==> config.mk <==
export PLATFORM = sky130hd
export DESIGN_NAME = circular_queue_with_search_top
export DESIGN_NICKNAME = d
export VERILOG_FILES = /design/src/hdl/cqs_pkg.sv /design/src/hdl/cqs_cell.sv /design/src/hdl/circular_queue_with_search_top.sv
export SDC_FILE = /design/constraint.sdc
export NUM_CORES = 1
export LEC_CHECK = 0
export ABC_AREA = 1
export BUFFER_PORTS_ARGS = -buffer_cell sky130_fd_sc_hd__buf_2
export CORE_MARGIN = 3
export CORE_UTILIZATION = 35
export CTS_BUF_LIST = sky130_fd_sc_hd__clkbuf_8
export DETAILED_ROUTE_END_ITERATION = 12
export GPL_ROUTABILITY_DRIVEN = 0
export SLEW_MARGIN = 20
export SYNTH_ARGS = -nofsm -noshare
export SYNTH_HDL_FRONTEND = slang
export SYNTH_SLANG_ARGS = --single-unit
==> constraint.sdc <==
create_clock -name clk -period 4.5 [get_ports clk]
set_input_delay 1.35 -clock clk [delete_from_list [all_inputs] [get_ports clk]]
set_output_delay 1.35 -clock clk [all_outputs]
set_load 0.01 [all_outputs]
==> src/hdl/cqs_pkg.sv <==
`timescale 1ns / 1ps
// Shared types and constants for the circular queue with search.
// No dependencies; used by cqs_cell and circular_queue_with_search_top.
package cqs_pkg;

    localparam int DATA_W = 32;
    localparam int CAP_W  = 5;
    localparam int SLOT_W = 4;

    localparam logic [CAP_W-1:0] CAP_RESET = 5'd16;

    typedef enum logic [1:0] {
        REQ_ENQ    = 2'd0,
        REQ_DEQ    = 2'd1,
        REQ_PEEK   = 2'd2,
        REQ_SEARCH = 2'd3
    } req_t;

    typedef enum logic [1:0] {
        ST_OK       = 2'd0,
        ST_FULL     = 2'd1,
        ST_EMPTY    = 2'd2,
        ST_NOTFOUND = 2'd3
    } status_t;

    typedef enum logic [1:0] {
        FSM_IDLE,
        FSM_SEARCH,
        FSM_FINISH
    } fsm_t;

    // Broadcast controls for the row of slot cells
    typedef struct packed {
        logic wr;    // write key into the selected cell
        logic load;  // capture match flags, place token on the selected cell
        logic step;  // hand the token to the next cell
    } cell_ctrl_t;

endpackage

==> src/hdl/cqs_cell.sv <==
`timescale 1ns / 1ps
// One ring slot: stored word, match flag and search token.
// Depends on cqs_pkg.
module cqs_cell
    import cqs_pkg::*;
(
    input  logic                     clk,
    input  logic                     rst_n,
    input  cell_ctrl_t               ctrl,
    input  logic                     sel,
    input  logic                     is_end,
    input  logic signed [DATA_W-1:0] key,
    input  logic                     tok_in,
    output logic                     tok_carry,
    output logic                     tok_wrap,
    output logic                     tok,
    output logic                     hit,
    output logic signed [DATA_W-1:0] rd_word
);

    logic signed [DATA_W-1:0] word_reg;
    logic                     match_reg;
    logic                     tok_reg;
    logic                     tok_next;

    always_ff @(posedge clk)
    begin
        if (ctrl.wr && sel)
        begin
            word_reg <= key;
        end
        if (ctrl.load)
        begin
            match_reg <= (word_reg == key);
        end
    end

    always_comb
    begin
        tok_next = tok_reg;
        if (ctrl.load)
        begin
            tok_next = sel;
        end
        else if (ctrl.step)
        begin
            tok_next = tok_in;
        end
    end

    always_ff @(posedge clk or negedge rst_n)
    begin
        if (!rst_n)
        begin
            tok_reg <= 1'b0;
        end
        else
        begin
            tok_reg <= tok_next;
        end
    end

    // last cell in use sends the token back to cell 0
    assign tok_carry = tok_reg & ~is_end;
    assign tok_wrap  = tok_reg & is_end;
    assign tok       = tok_reg;
    assign hit       = tok_reg & match_reg;
    assign rd_word   = sel ? word_reg : '0;

endmodule

==> src/hdl/circular_queue_with_search_top.sv <==
`timescale 1ns / 1ps
// Enqueue, dequeue, peek and empty/full results: in the output register in the cycle after the input beat.
// Search: the token walks one slot cell per cycle, except while a held match beat waits
// for a busy output register. Input is held off during a search.
// A new item is taken whenever no search runs and the output register is free or draining.
// Reset: empty queue, capacity 16; slot words are not cleared (no clearing pass).
// Depends on cqs_pkg and cqs_cell.
module circular_queue_with_search_top
    import cqs_pkg::*;
#(
    parameter int DEPTH = 16
)
(
    input  logic                     clk,
    input  logic                     rst_n,
    input  logic                     cfg_wr_en,
    input  logic [CAP_W-1:0]         cfg_wr_data,
    input  logic                     in_valid,
    output logic                     in_ready,
    input  logic [1:0]               req_type,
    input  logic signed [DATA_W-1:0] value,
    output logic                     out_valid,
    input  logic                     out_ready,
    output logic [1:0]               status,
    output logic signed [DATA_W-1:0] data,
    output logic [SLOT_W-1:0]        slot,
    output logic                     last
);

    localparam int PTR_W = $clog2(DEPTH);
    localparam int CNT_W = $clog2(DEPTH + 1);
    localparam int CW    = (CNT_W > CAP_W) ? CNT_W : CAP_W;

    fsm_t                     state_reg, state_next;
    logic [CAP_W-1:0]         cap_reg;
    logic [PTR_W-1:0]         head_reg, head_next;
    logic [PTR_W-1:0]         tail_reg, tail_next;
    logic [CNT_W-1:0]         occ_reg, occ_next;
    logic [PTR_W-1:0]         idx_reg, idx_next;
    logic [CNT_W-1:0]         rem_reg, rem_next;
    logic                     pend_valid_reg, pend_valid_next;
    logic [PTR_W-1:0]         pend_slot_reg, pend_slot_next;
    logic                     out_valid_reg, out_valid_next;
    status_t                  status_reg, status_next;
    logic signed [DATA_W-1:0] data_reg, data_next;
    logic [SLOT_W-1:0]        slot_reg, slot_next;
    logic                     last_reg, last_next;
    logic                     out_load;

    logic [CW-1:0]            cap_ext;
    logic [CNT_W-1:0]         cap_eff;
    logic                     out_free;
    logic                     accept;
    req_t                     req;
    logic [PTR_W-1:0]         sel_idx;
    cell_ctrl_t               ctrl;

    logic [DEPTH-1:0]         cell_sel;
    logic [DEPTH-1:0]         cell_end;
    logic [DEPTH-1:0]         cell_tok_in;
    logic [DEPTH-1:0]         cell_carry;
    logic [DEPTH-1:0]         cell_wrap;
    logic [DEPTH-1:0]         cell_tok;
    logic [DEPTH-1:0]         cell_hit;
    logic signed [DATA_W-1:0] cell_rd [DEPTH];
    logic signed [DATA_W-1:0] rd_word;
    logic                     hit;

    function automatic logic [PTR_W-1:0] adv(input logic [PTR_W-1:0] p,
                                             input logic [CNT_W-1:0] c);
        logic [CNT_W-1:0] n;
        n = CNT_W'(p) + CNT_W'(1);
        return (n >= c) ? '0 : n[PTR_W-1:0];
    endfunction

    // capacity 0 acts as 1, above DEPTH acts as DEPTH
    always_comb
    begin
        cap_ext = CW'(cap_reg);
        if (cap_ext == '0)
        begin
            cap_eff = CNT_W'(1);
        end
        else if (cap_ext > CW'(DEPTH))
        begin
            cap_eff = CNT_W'(DEPTH);
        end
        else
        begin
            cap_eff = cap_ext[CNT_W-1:0];
        end
    end

    assign out_free = !out_valid_reg || out_ready;
    assign in_ready = (state_reg == FSM_IDLE) && out_free;
    assign accept   = in_valid && in_ready;
    assign req      = req_t'(req_type);
    assign sel_idx  = (req == REQ_ENQ) ? tail_reg : head_reg;

    // cell chain
    genvar gi;
    generate
        for (gi = 0; gi < DEPTH; gi++)
        begin : g_cell
            assign cell_sel[gi] = (sel_idx == PTR_W'(gi));
            assign cell_end[gi] = (cap_eff == CNT_W'(gi + 1));
            if (gi == 0)
            begin : g_head
                assign cell_tok_in[gi] = |cell_wrap;
            end
            else
            begin : g_body
                assign cell_tok_in[gi] = cell_carry[gi-1];
            end

            cqs_cell u_cell (
                .clk       (clk),
                .rst_n     (rst_n),
                .ctrl      (ctrl),
                .sel       (cell_sel[gi]),
                .is_end    (cell_end[gi]),
                .key       (value),
                .tok_in    (cell_tok_in[gi]),
                .tok_carry (cell_carry[gi]),
                .tok_wrap  (cell_wrap[gi]),
                .tok       (cell_tok[gi]),
                .hit       (cell_hit[gi]),
                .rd_word   (cell_rd[gi])
            );
        end
    endgenerate

    always_comb
    begin
        rd_word = '0;
        for (int i = 0; i < DEPTH; i++)
        begin
            rd_word = rd_word | cell_rd[i];
        end
    end

    assign hit = |cell_hit;

    // next state and outputs
    always_comb
    begin
        state_next      = state_reg;
        head_next       = head_reg;
        tail_next       = tail_reg;
        occ_next        = occ_reg;
        idx_next        = idx_reg;
        rem_next        = rem_reg;
        pend_valid_next = pend_valid_reg;
        pend_slot_next  = pend_slot_reg;
        out_load        = 1'b0;
        status_next     = status_reg;
        data_next       = data_reg;
        slot_next       = slot_reg;
        last_next       = last_reg;
        ctrl            = '0;

        case (state_reg)
            FSM_IDLE:
            begin
                if (accept)
                begin
                    out_load    = 1'b1;
                    status_next = ST_OK;
                    data_next   = '0;
                    slot_next   = '0;
                    last_next   = 1'b1;
                    if (req == REQ_ENQ)
                    begin
                        if (occ_reg >= cap_eff)
                        begin
                            status_next = ST_FULL;
                        end
                        else
                        begin
                            ctrl.wr   = 1'b1;
                            slot_next = SLOT_W'(tail_reg);
                            tail_next = adv(tail_reg, cap_eff);
                            occ_next  = occ_reg + CNT_W'(1);
                        end
                    end
                    else if (occ_reg == '0)
                    begin
                        status_next = ST_EMPTY;
                    end
                    else if (req == REQ_DEQ)
                    begin
                        data_next = rd_word;
                        occ_next  = occ_reg - CNT_W'(1);
                        if (occ_reg == CNT_W'(1))
                        begin
                            // queue drained: pointers return to slot 0
                            head_next = '0;
                            tail_next = '0;
                        end
                        else
                        begin
                            head_next = adv(head_reg, cap_eff);
                        end
                    end
                    else if (req == REQ_PEEK)
                    begin
                        data_next = rd_word;
                    end
                    else
                    begin
                        out_load        = 1'b0;
                        ctrl.load       = 1'b1;
                        idx_next        = head_reg;
                        rem_next        = occ_reg;
                        pend_valid_next = 1'b0;
                        state_next      = FSM_SEARCH;
                    end
                end
            end

            FSM_SEARCH:
            begin
                // a match is held back one hit so the final one can carry last
                if (!(hit && pend_valid_reg) || out_free)
                begin
                    ctrl.step = 1'b1;
                    if (hit && pend_valid_reg)
                    begin
                        out_load    = 1'b1;
                        status_next = ST_OK;
                        data_next   = '0;
                        slot_next   = SLOT_W'(pend_slot_reg);
                        last_next   = 1'b0;
                    end
                    if (hit)
                    begin
                        pend_valid_next = 1'b1;
                        pend_slot_next  = idx_reg;
                    end
                    idx_next = adv(idx_reg, cap_eff);
                    rem_next = rem_reg - CNT_W'(1);
                    if (rem_reg == CNT_W'(1))
                    begin
                        state_next = FSM_FINISH;
                    end
                end
            end

            FSM_FINISH:
            begin
                if (out_free)
                begin
                    out_load  = 1'b1;
                    data_next = '0;
                    last_next = 1'b1;
                    if (pend_valid_reg)
                    begin
                        status_next = ST_OK;
                        slot_next   = SLOT_W'(pend_slot_reg);
                    end
                    else
                    begin
                        status_next = ST_NOTFOUND;
                        slot_next   = '0;
                    end
                    state_next = FSM_IDLE;
                end
            end

            default:
            begin
                state_next = FSM_IDLE;
            end
        endcase

        if (out_load)
        begin
            out_valid_next = 1'b1;
        end
        else if (out_ready)
        begin
            out_valid_next = 1'b0;
        end
        else
        begin
            out_valid_next = out_valid_reg;
        end
    end

    always_ff @(posedge clk or negedge rst_n)
    begin
        if (!rst_n)
        begin
            state_reg      <= FSM_IDLE;
            cap_reg        <= CAP_RESET;
            head_reg       <= '0;
            tail_reg       <= '0;
            occ_reg        <= '0;
            idx_reg        <= '0;
            rem_reg        <= '0;
            pend_valid_reg <= 1'b0;
            out_valid_reg  <= 1'b0;
        end
        else
        begin
            state_reg      <= state_next;
            idx_reg        <= idx_next;
            rem_reg        <= rem_next;
            pend_valid_reg <= pend_valid_next;
            out_valid_reg  <= out_valid_next;
            if (cfg_wr_en)
            begin
                // capacity write empties the queue, slot words kept
                cap_reg  <= cfg_wr_data;
                head_reg <= '0;
                tail_reg <= '0;
                occ_reg  <= '0;
            end
            else
            begin
                head_reg <= head_next;
                tail_reg <= tail_next;
                occ_reg  <= occ_next;
            end
        end
    end

    always_ff @(posedge clk)
    begin
        pend_slot_reg <= pend_slot_next;
        status_reg    <= status_next;
        data_reg      <= data_next;
        slot_reg      <= slot_next;
        last_reg      <= last_next;
    end

    assign out_valid = out_valid_reg;
    assign status    = status_reg;
    assign data      = data_reg;
    assign slot      = slot_reg;
    assign last      = last_reg;

    // checks
    a_occ_bound: assert property (@(posedge clk) disable iff (!rst_n)
        occ_reg <= cap_eff)
        else $error("occupancy above capacity");

    a_ptr_bound: assert property (@(posedge clk) disable iff (!rst_n)
        (CNT_W'(head_reg) < cap_eff) && (CNT_W'(tail_reg) < cap_eff))
        else $error("ring pointer outside capacity");

    a_empty_ptrs: assert property (@(posedge clk) disable iff (!rst_n)
        (occ_reg == '0) |-> (head_reg == '0) && (tail_reg == '0))
        else $error("empty queue with pointers off slot 0");

    a_token: assert property (@(posedge clk) disable iff (!rst_n)
        (state_reg == FSM_SEARCH) |-> $onehot(cell_tok) && (rem_reg != '0))
        else $error("search token lost or walk count exhausted");

endmodule

* Yosys cells after proc, flatten, opt, wreduce, memory -nomap -nowiden
Index checks and enable logic that the tools add are counted.
** Storage, ports and cells
- Register bits after elaboration :: 618
- Input port bits :: 44
- Output and inout port bits :: 41
- Word-level logic and storage cells :: 423
** Cells by class
- Add/sub/neg operators :: 6
- $lt $le $gt $ge :: 5
- Equality and inequality tests :: 67
- Mux-type cells :: 159
- Bitwise logic cells :: 77
- Reduce and logical (&&, ||, !) cells :: 47
** Operators with widths (number)
- 32-bit 2-to-1 mux :: 24
- 32-bit equality test :: 16
- 32-bit bitwise OR :: 15
- 4-bit 2-to-1 mux :: 32
- 32-bit case mux with 3 select lines :: 1
- 5-bit 2-to-1 mux :: 15
- 1-bit 2-to-1 mux :: 62
- 1-bit AND :: 47
- 5-bit by 4-bit equality test with 1-bit output, second input constant :: 8
- 2-bit 2-to-1 mux :: 17
- 4-bit equality test, second input constant :: 8
- 16-bit OR reduction :: 2
- 2-bit inequality test, second input constant :: 12
- 5-bit by 3-bit equality test with 1-bit output, second input constant :: 4
- 5-bit greater-or-equal comparator :: 4
- 1-bit logical AND :: 19
- 4-bit by 3-bit equality test with 1-bit output, second input constant :: 4
- 8-bit AND reduction :: 2
- 4-bit by 1-bit adder with 5-bit output, second input constant :: 3
- 5-bit by 1-bit equality test with 1-bit output, second input constant :: 3
- 1-bit inverter :: 15
- 5-bit AND reduction :: 3
- 2-bit case mux with 3 select lines :: 2
- 4-bit case mux with 3 select lines :: 1
- other kinds (24) :: 42

* Longest topological paths before layout
- Depth in word-level cells :: 25
- Mapped depth :: 16
- Gate-level depth less buffers :: 14

* Modules after synthesis
From an unflattened synthesis, not the netlist that was laid out.
** Second synthesis, totals
- Cells, all modules :: 5216
- Area, all modules :: 37128.1 um^2
** Modules (own cells, without submodules)
- cqs_cell :: times used 16, cells each 281, area an instance 1971.9 um^2
- circular_queue_with_search_top :: times used 1, cells each 720, area an instance 5577.8 um^2

* Worst setup path after synthesis
Ideal clock, no wire load.
- Kind :: input port to flip-flop
- Start point :: input port req_type[0]
- End point :: register g_cell[7].u_cell.word_reg[0], enable pin
- Data arrival time :: 3940 ps
- Required time :: 4079 ps
- Setup slack :: 138 ps
- Stages :: 9
- Cells stage by stage :: inv_1 -> ha_1 -> buf_6 -> o21ai_2 -> nand2_2 -> nor2_2 -> buf_2 -> inv_1 -> nor2_1
** Between the ends
- Word-level cells in the longest chain between the ends :: 5
** Ends and longest elaborated chain
- from (decl) :: line circular_queue_with_search_top.sv:20 : input logic [1:0] req_type,
- 2-bit logical NOT (*) :: line circular_queue_with_search_top.sv:98, circular_queue_with_search_top.sv:172
- 1-bit 2-to-1 mux :: line circular_queue_with_search_top.sv:172 : if (req == REQ_ENQ)
- 2-bit 2-to-1 mux :: line circular_queue_with_search_top.sv:165 : if (accept)
- 2-bit 2-to-1 mux :: line circular_queue_with_search_top.sv:162 : case (state_reg)
- 1-bit logical AND (*) :: line cqs_cell.sv:28 : if (ctrl.wr && sel)
- to (signal assigned) :: line cqs_cell.sv:30 : word_reg <= key;
- to (decl) :: line cqs_cell.sv:21 : logic signed [DATA_W-1:0] word_reg;
Every way passes the cells marked *; elsewhere a longest branch is shown, timed or not.
A chain may end at the register's enable or synchronous reset.

* Worst setup path after layout
- Start point :: register cap_reg[4] (netlist: cap_ext[4])
- End point :: register g_cell[10].u_cell.word_reg[6], enable pin
** Between the ends
- Word-level cells in the longest chain between the ends :: 9
** Ends and longest elaborated chain
- from (decl) :: line circular_queue_with_search_top.sv:35 : logic [CAP_W-1:0] cap_reg;
- from (signal assigned) :: line circular_queue_with_search_top.sv:314 : cap_reg <= cfg_wr_data;
- 5-bit > comparator :: line circular_queue_with_search_top.sv:84 : else if (cap_ext > CW'(DEPTH))
- 5-bit 2-to-1 mux :: line circular_queue_with_search_top.sv:84
- 5-bit 2-to-1 mux (*) :: line circular_queue_with_search_top.sv:80 : if (cap_ext == '0)
- 5-bit greater-or-equal comparator (*) :: line circular_queue_with_search_top.sv:174 : if (occ_reg >= cap_eff)
- 1-bit 2-to-1 mux (*) :: line circular_queue_with_search_top.sv:174
- 1-bit 2-to-1 mux (*) :: line circular_queue_with_search_top.sv:172
- 2-bit 2-to-1 mux (*) :: line circular_queue_with_search_top.sv:165
- 2-bit 2-to-1 mux (*) :: line circular_queue_with_search_top.sv:162
- 1-bit logical AND (*) :: line cqs_cell.sv:28
- to (signal assigned) :: line cqs_cell.sv:30
- to (decl) :: line cqs_cell.sv:21
Marks and branches as above.

==> run summary <==
Status = complete, no violations
Setup Buffers After CTS = 0
Capturing element type of the critical path = register
Die ar. = 94,450 um2
Vias = 24,410
FF+latch count, synth = 618
Fin crit period = 3.729 ns
Area share of the largest cell type after synthesis = 53.95%
GR peak layer = met2
Filler cells = 8,754
VDD IR max = 0.3883 mV
FP Rows = 109
Post-DP Area = 34,260 um2
Post-synth top cells = nand2_1 (940), edfxtp_1 (571), nor2_1 (336)
1st-iter DRT viols = 2,946
Synthesized Nets = 3,347
Clk sinks = 618
Via count of the first global-routing pass = 23,730
Pin count of the biggest net entering global routing = 34
Cts bufs inserted = 109
Global-route wire length before repair = 156,200 um
Number of cells on the critical path = 13
Initial antenna violation count = 3
Hold_buf cts = 0
Distinct cell type count after synthesis = 47
Element type at the critical path start = register
Synth async-reset ratio = 7.605%
Max reg flops = 512
Final layout net count = 3,530
Clock Tree Buf Depth = 3
TNS Setup = 0 ns
Clock skew = 0.05148 ns
CP bufs+invs = 5
Share of cells above drive strength 1 = 11.94%
CTS Root Cell = clkbuf_8
Reg power frac = 45.4%
Post-CTS resize count = 0
Internal = 10.39 mW
Hold path depth = 0
Overall global routing resource usage = 22.29%
Worst-Skew Late Latency = 0.75 ns
Post-route ant nets = 0
Layout area overhead = 14.39%
Slowest cell on crit path = dfstp_2
Met1 usage in global routing = 30.06%
LEAKAGE = 13.99 nW
Drc violations = 0
Max-Cap Viols = 0
Routed WL = 107,100 um
Design area = 36,350 um2
Met2 Usage GRT = 35.10%
Final hold viol count = 0
Register area share after synthesis = 57.66%
Initial Utilization = 35.63%
Comb pwr share = 22.2%
Yosys top cell by area = edfxtp_1
Mapped Avg Cell Area = 9.728 um2
Critical path's top delay family = buffers and inverters
Worst hold path type = reg2reg
DR vias/cell = 5.183
Crit path DAT = 4.08 ns
I/O pins = 85
Fmax = 268.2 MHz
Max-slew headroom = 22.77%
Port bufs = 84
Part of the cycle the worst path needs = 82.86%
Die Y = 307.3 um
Slew Limit Fails = 0
Synth warn = 0
Clock share of power = 32.4%
Critical Path RT = 4.85 ns
Core area = 89,190 um2
Synth area leaders = edfxtp_1 (54%), nand2_1 (11%), xnor2_1 (5.6%), xor2_1 (4.7%), nor2_1 (4.0%)
Finished Core Util = 40.76%
H-tree levels = 3
Met3 Usage GRT = 4.539%
Count leader, synth = nand2_1
Post-DP HPWL = 75,330 um
Die width = 307.3 um
Synthesized area = 31,780 um2
Worst-Margin Slew = 1.158 ns
Pwr dens = 431.5 nW/um2
Drt wl/cell = 22.75 um
First-pass DRT Iterations = 6
Clock Pin Slew Worst Setup and Hold Paths = 0.06 ns
Unrepaired setup endpoints after global routing = no
Ys flop type = edfxtp_1
Net Switching = 5.295 mW
Worst path cell trace = clkinv_1, nand3_1, nand2_1, ha_1, nand2_1, inv_1, nand4_1, nand3_1, inv_1, nand3_2, buf_4, nor2_4, buf_4
Worst-path fanout max = 24
Critical setup path kind = reg2reg
Switching part of the total = 33.76%
TritonCTS clock tree = done
R2R depth = 13
Post-synthesis cell count = 3,267
Post-synth EDFFs = 571
Max incr delay on CP = 0.58 ns
Final setup vio count = 0
Total grt overflow = 0
-- cells in the final DEF (no fill, tap or decap), types with 11 or more instances in the layout --
cell and count:
nand2_1 940, edfxtp_1 571, nor2_1 319, inv_1 254, xnor2_1 205, xor2_1 171
nand3_1 119, o21ai_0 111, clkbuf_8 110, nand4_1 103, buf_4 101, buf_2 84
dfrtp_1 46, o21ai_1 45, nor3_1 44, nor4_1 40, ha_1 36, clkinv_1 35
nor2_4 29, a21oi_1 22, or2_2 22, clkinv_2 22, o22ai_1 15, buf_12 13
inv_2 11
-- through the flow --
stage	power, mW	setup WS [ns]	hold WS [ns]	instances
2_1_floorplan	9.152	0.1384	0.4249	3267
3_3_place_gp	10.65	0.4086	0.4509	4504
3_5_place_dp	10.68	0.3531	0.4596	4504
4_1_cts	15.74	0.8138	0.4726	4707
5_1_grt	16.40	0.5207	0.4858	4708
6_report	15.69	0.7714	0.4695	4709
-- final timing paths --
kind                                        startpoint                                      end  slack, ns
max in group asynchronous                        rst_n                   cap_ext[4]$_DFFE_PN1P_       3.04
worst min register to register  idx_reg[3]$_DFFE_PN0P_               pend_slot_reg[3]$_DFFE_PP_       0.47
worst max register to register  cap_ext[4]$_DFFE_PN1P_  g_cell[10].u_cell.word_reg[6]$_DFFE_PP_       0.77
min in group asynchronous                        rst_n                  head_reg[1]$_DFFE_PN0P_       0.60
worst max-delay path            cap_ext[4]$_DFFE_PN1P_  g_cell[10].u_cell.word_reg[6]$_DFFE_PP_       0.77
worst min-delay path            idx_reg[3]$_DFFE_PN0P_               pend_slot_reg[3]$_DFFE_PP_       0.47
-- power groups by stage --
stage / clock network [mW] / logic, mW / registers, mW
after floorplan: 0 / 1.99 / 7.16
after global placement: 0 / 3.40 / 7.25
after detailed placement: 0 / 3.44 / 7.24
after CTS: 5.16 / 3.45 / 7.13
after global routing: 5.42 / 3.82 / 7.16
final: 5.08 / 3.48 / 7.13
-- kinds of logic after synthesis --
| family | Yosys count | synth area share (%) |
|---|---|---|
| flops | 618 | 57.66 |
| compound gates | 235 | 4.158 |
| xor+xnor | 376 | 10.36 |
| simple gates | 1634 | 21.70 |
| buf+inv | 368 | 4.709 |
| fa+ha+maj | 36 | 1.417 |
-- per-layer routing --
| metal | up-vias | part of all wire (%) |
|---|---|---|
| li1 | 11310 | - |
| met1 | 11730 | 42 |
| met2 | 1130 | 45 |
| met3 | 244 | 9.1 |
| met4 | 0 | 4.1 |
| met5 | - | 0 |
-- final cells by class --
cell class | count | area [um2] | share of cell area, %
Timing Repair Buffer | 198 | 1439 | 3.958
Antenna cell | 2 | 5.005 | 0.01377
Clock inverter | 93 | 571.8 | 1.573
Multi-Input combinational cell | 2281 | 12130 | 33.37
Inverter | 242 | 910.9 | 2.506
Tap cell | 1165 | 1458 | 4.010
Sequential cell | 618 | 18320 | 50.40
Clock buffer | 110 | 1514 | 4.165
No activity file was read; power rests on OpenSTA's default activity.
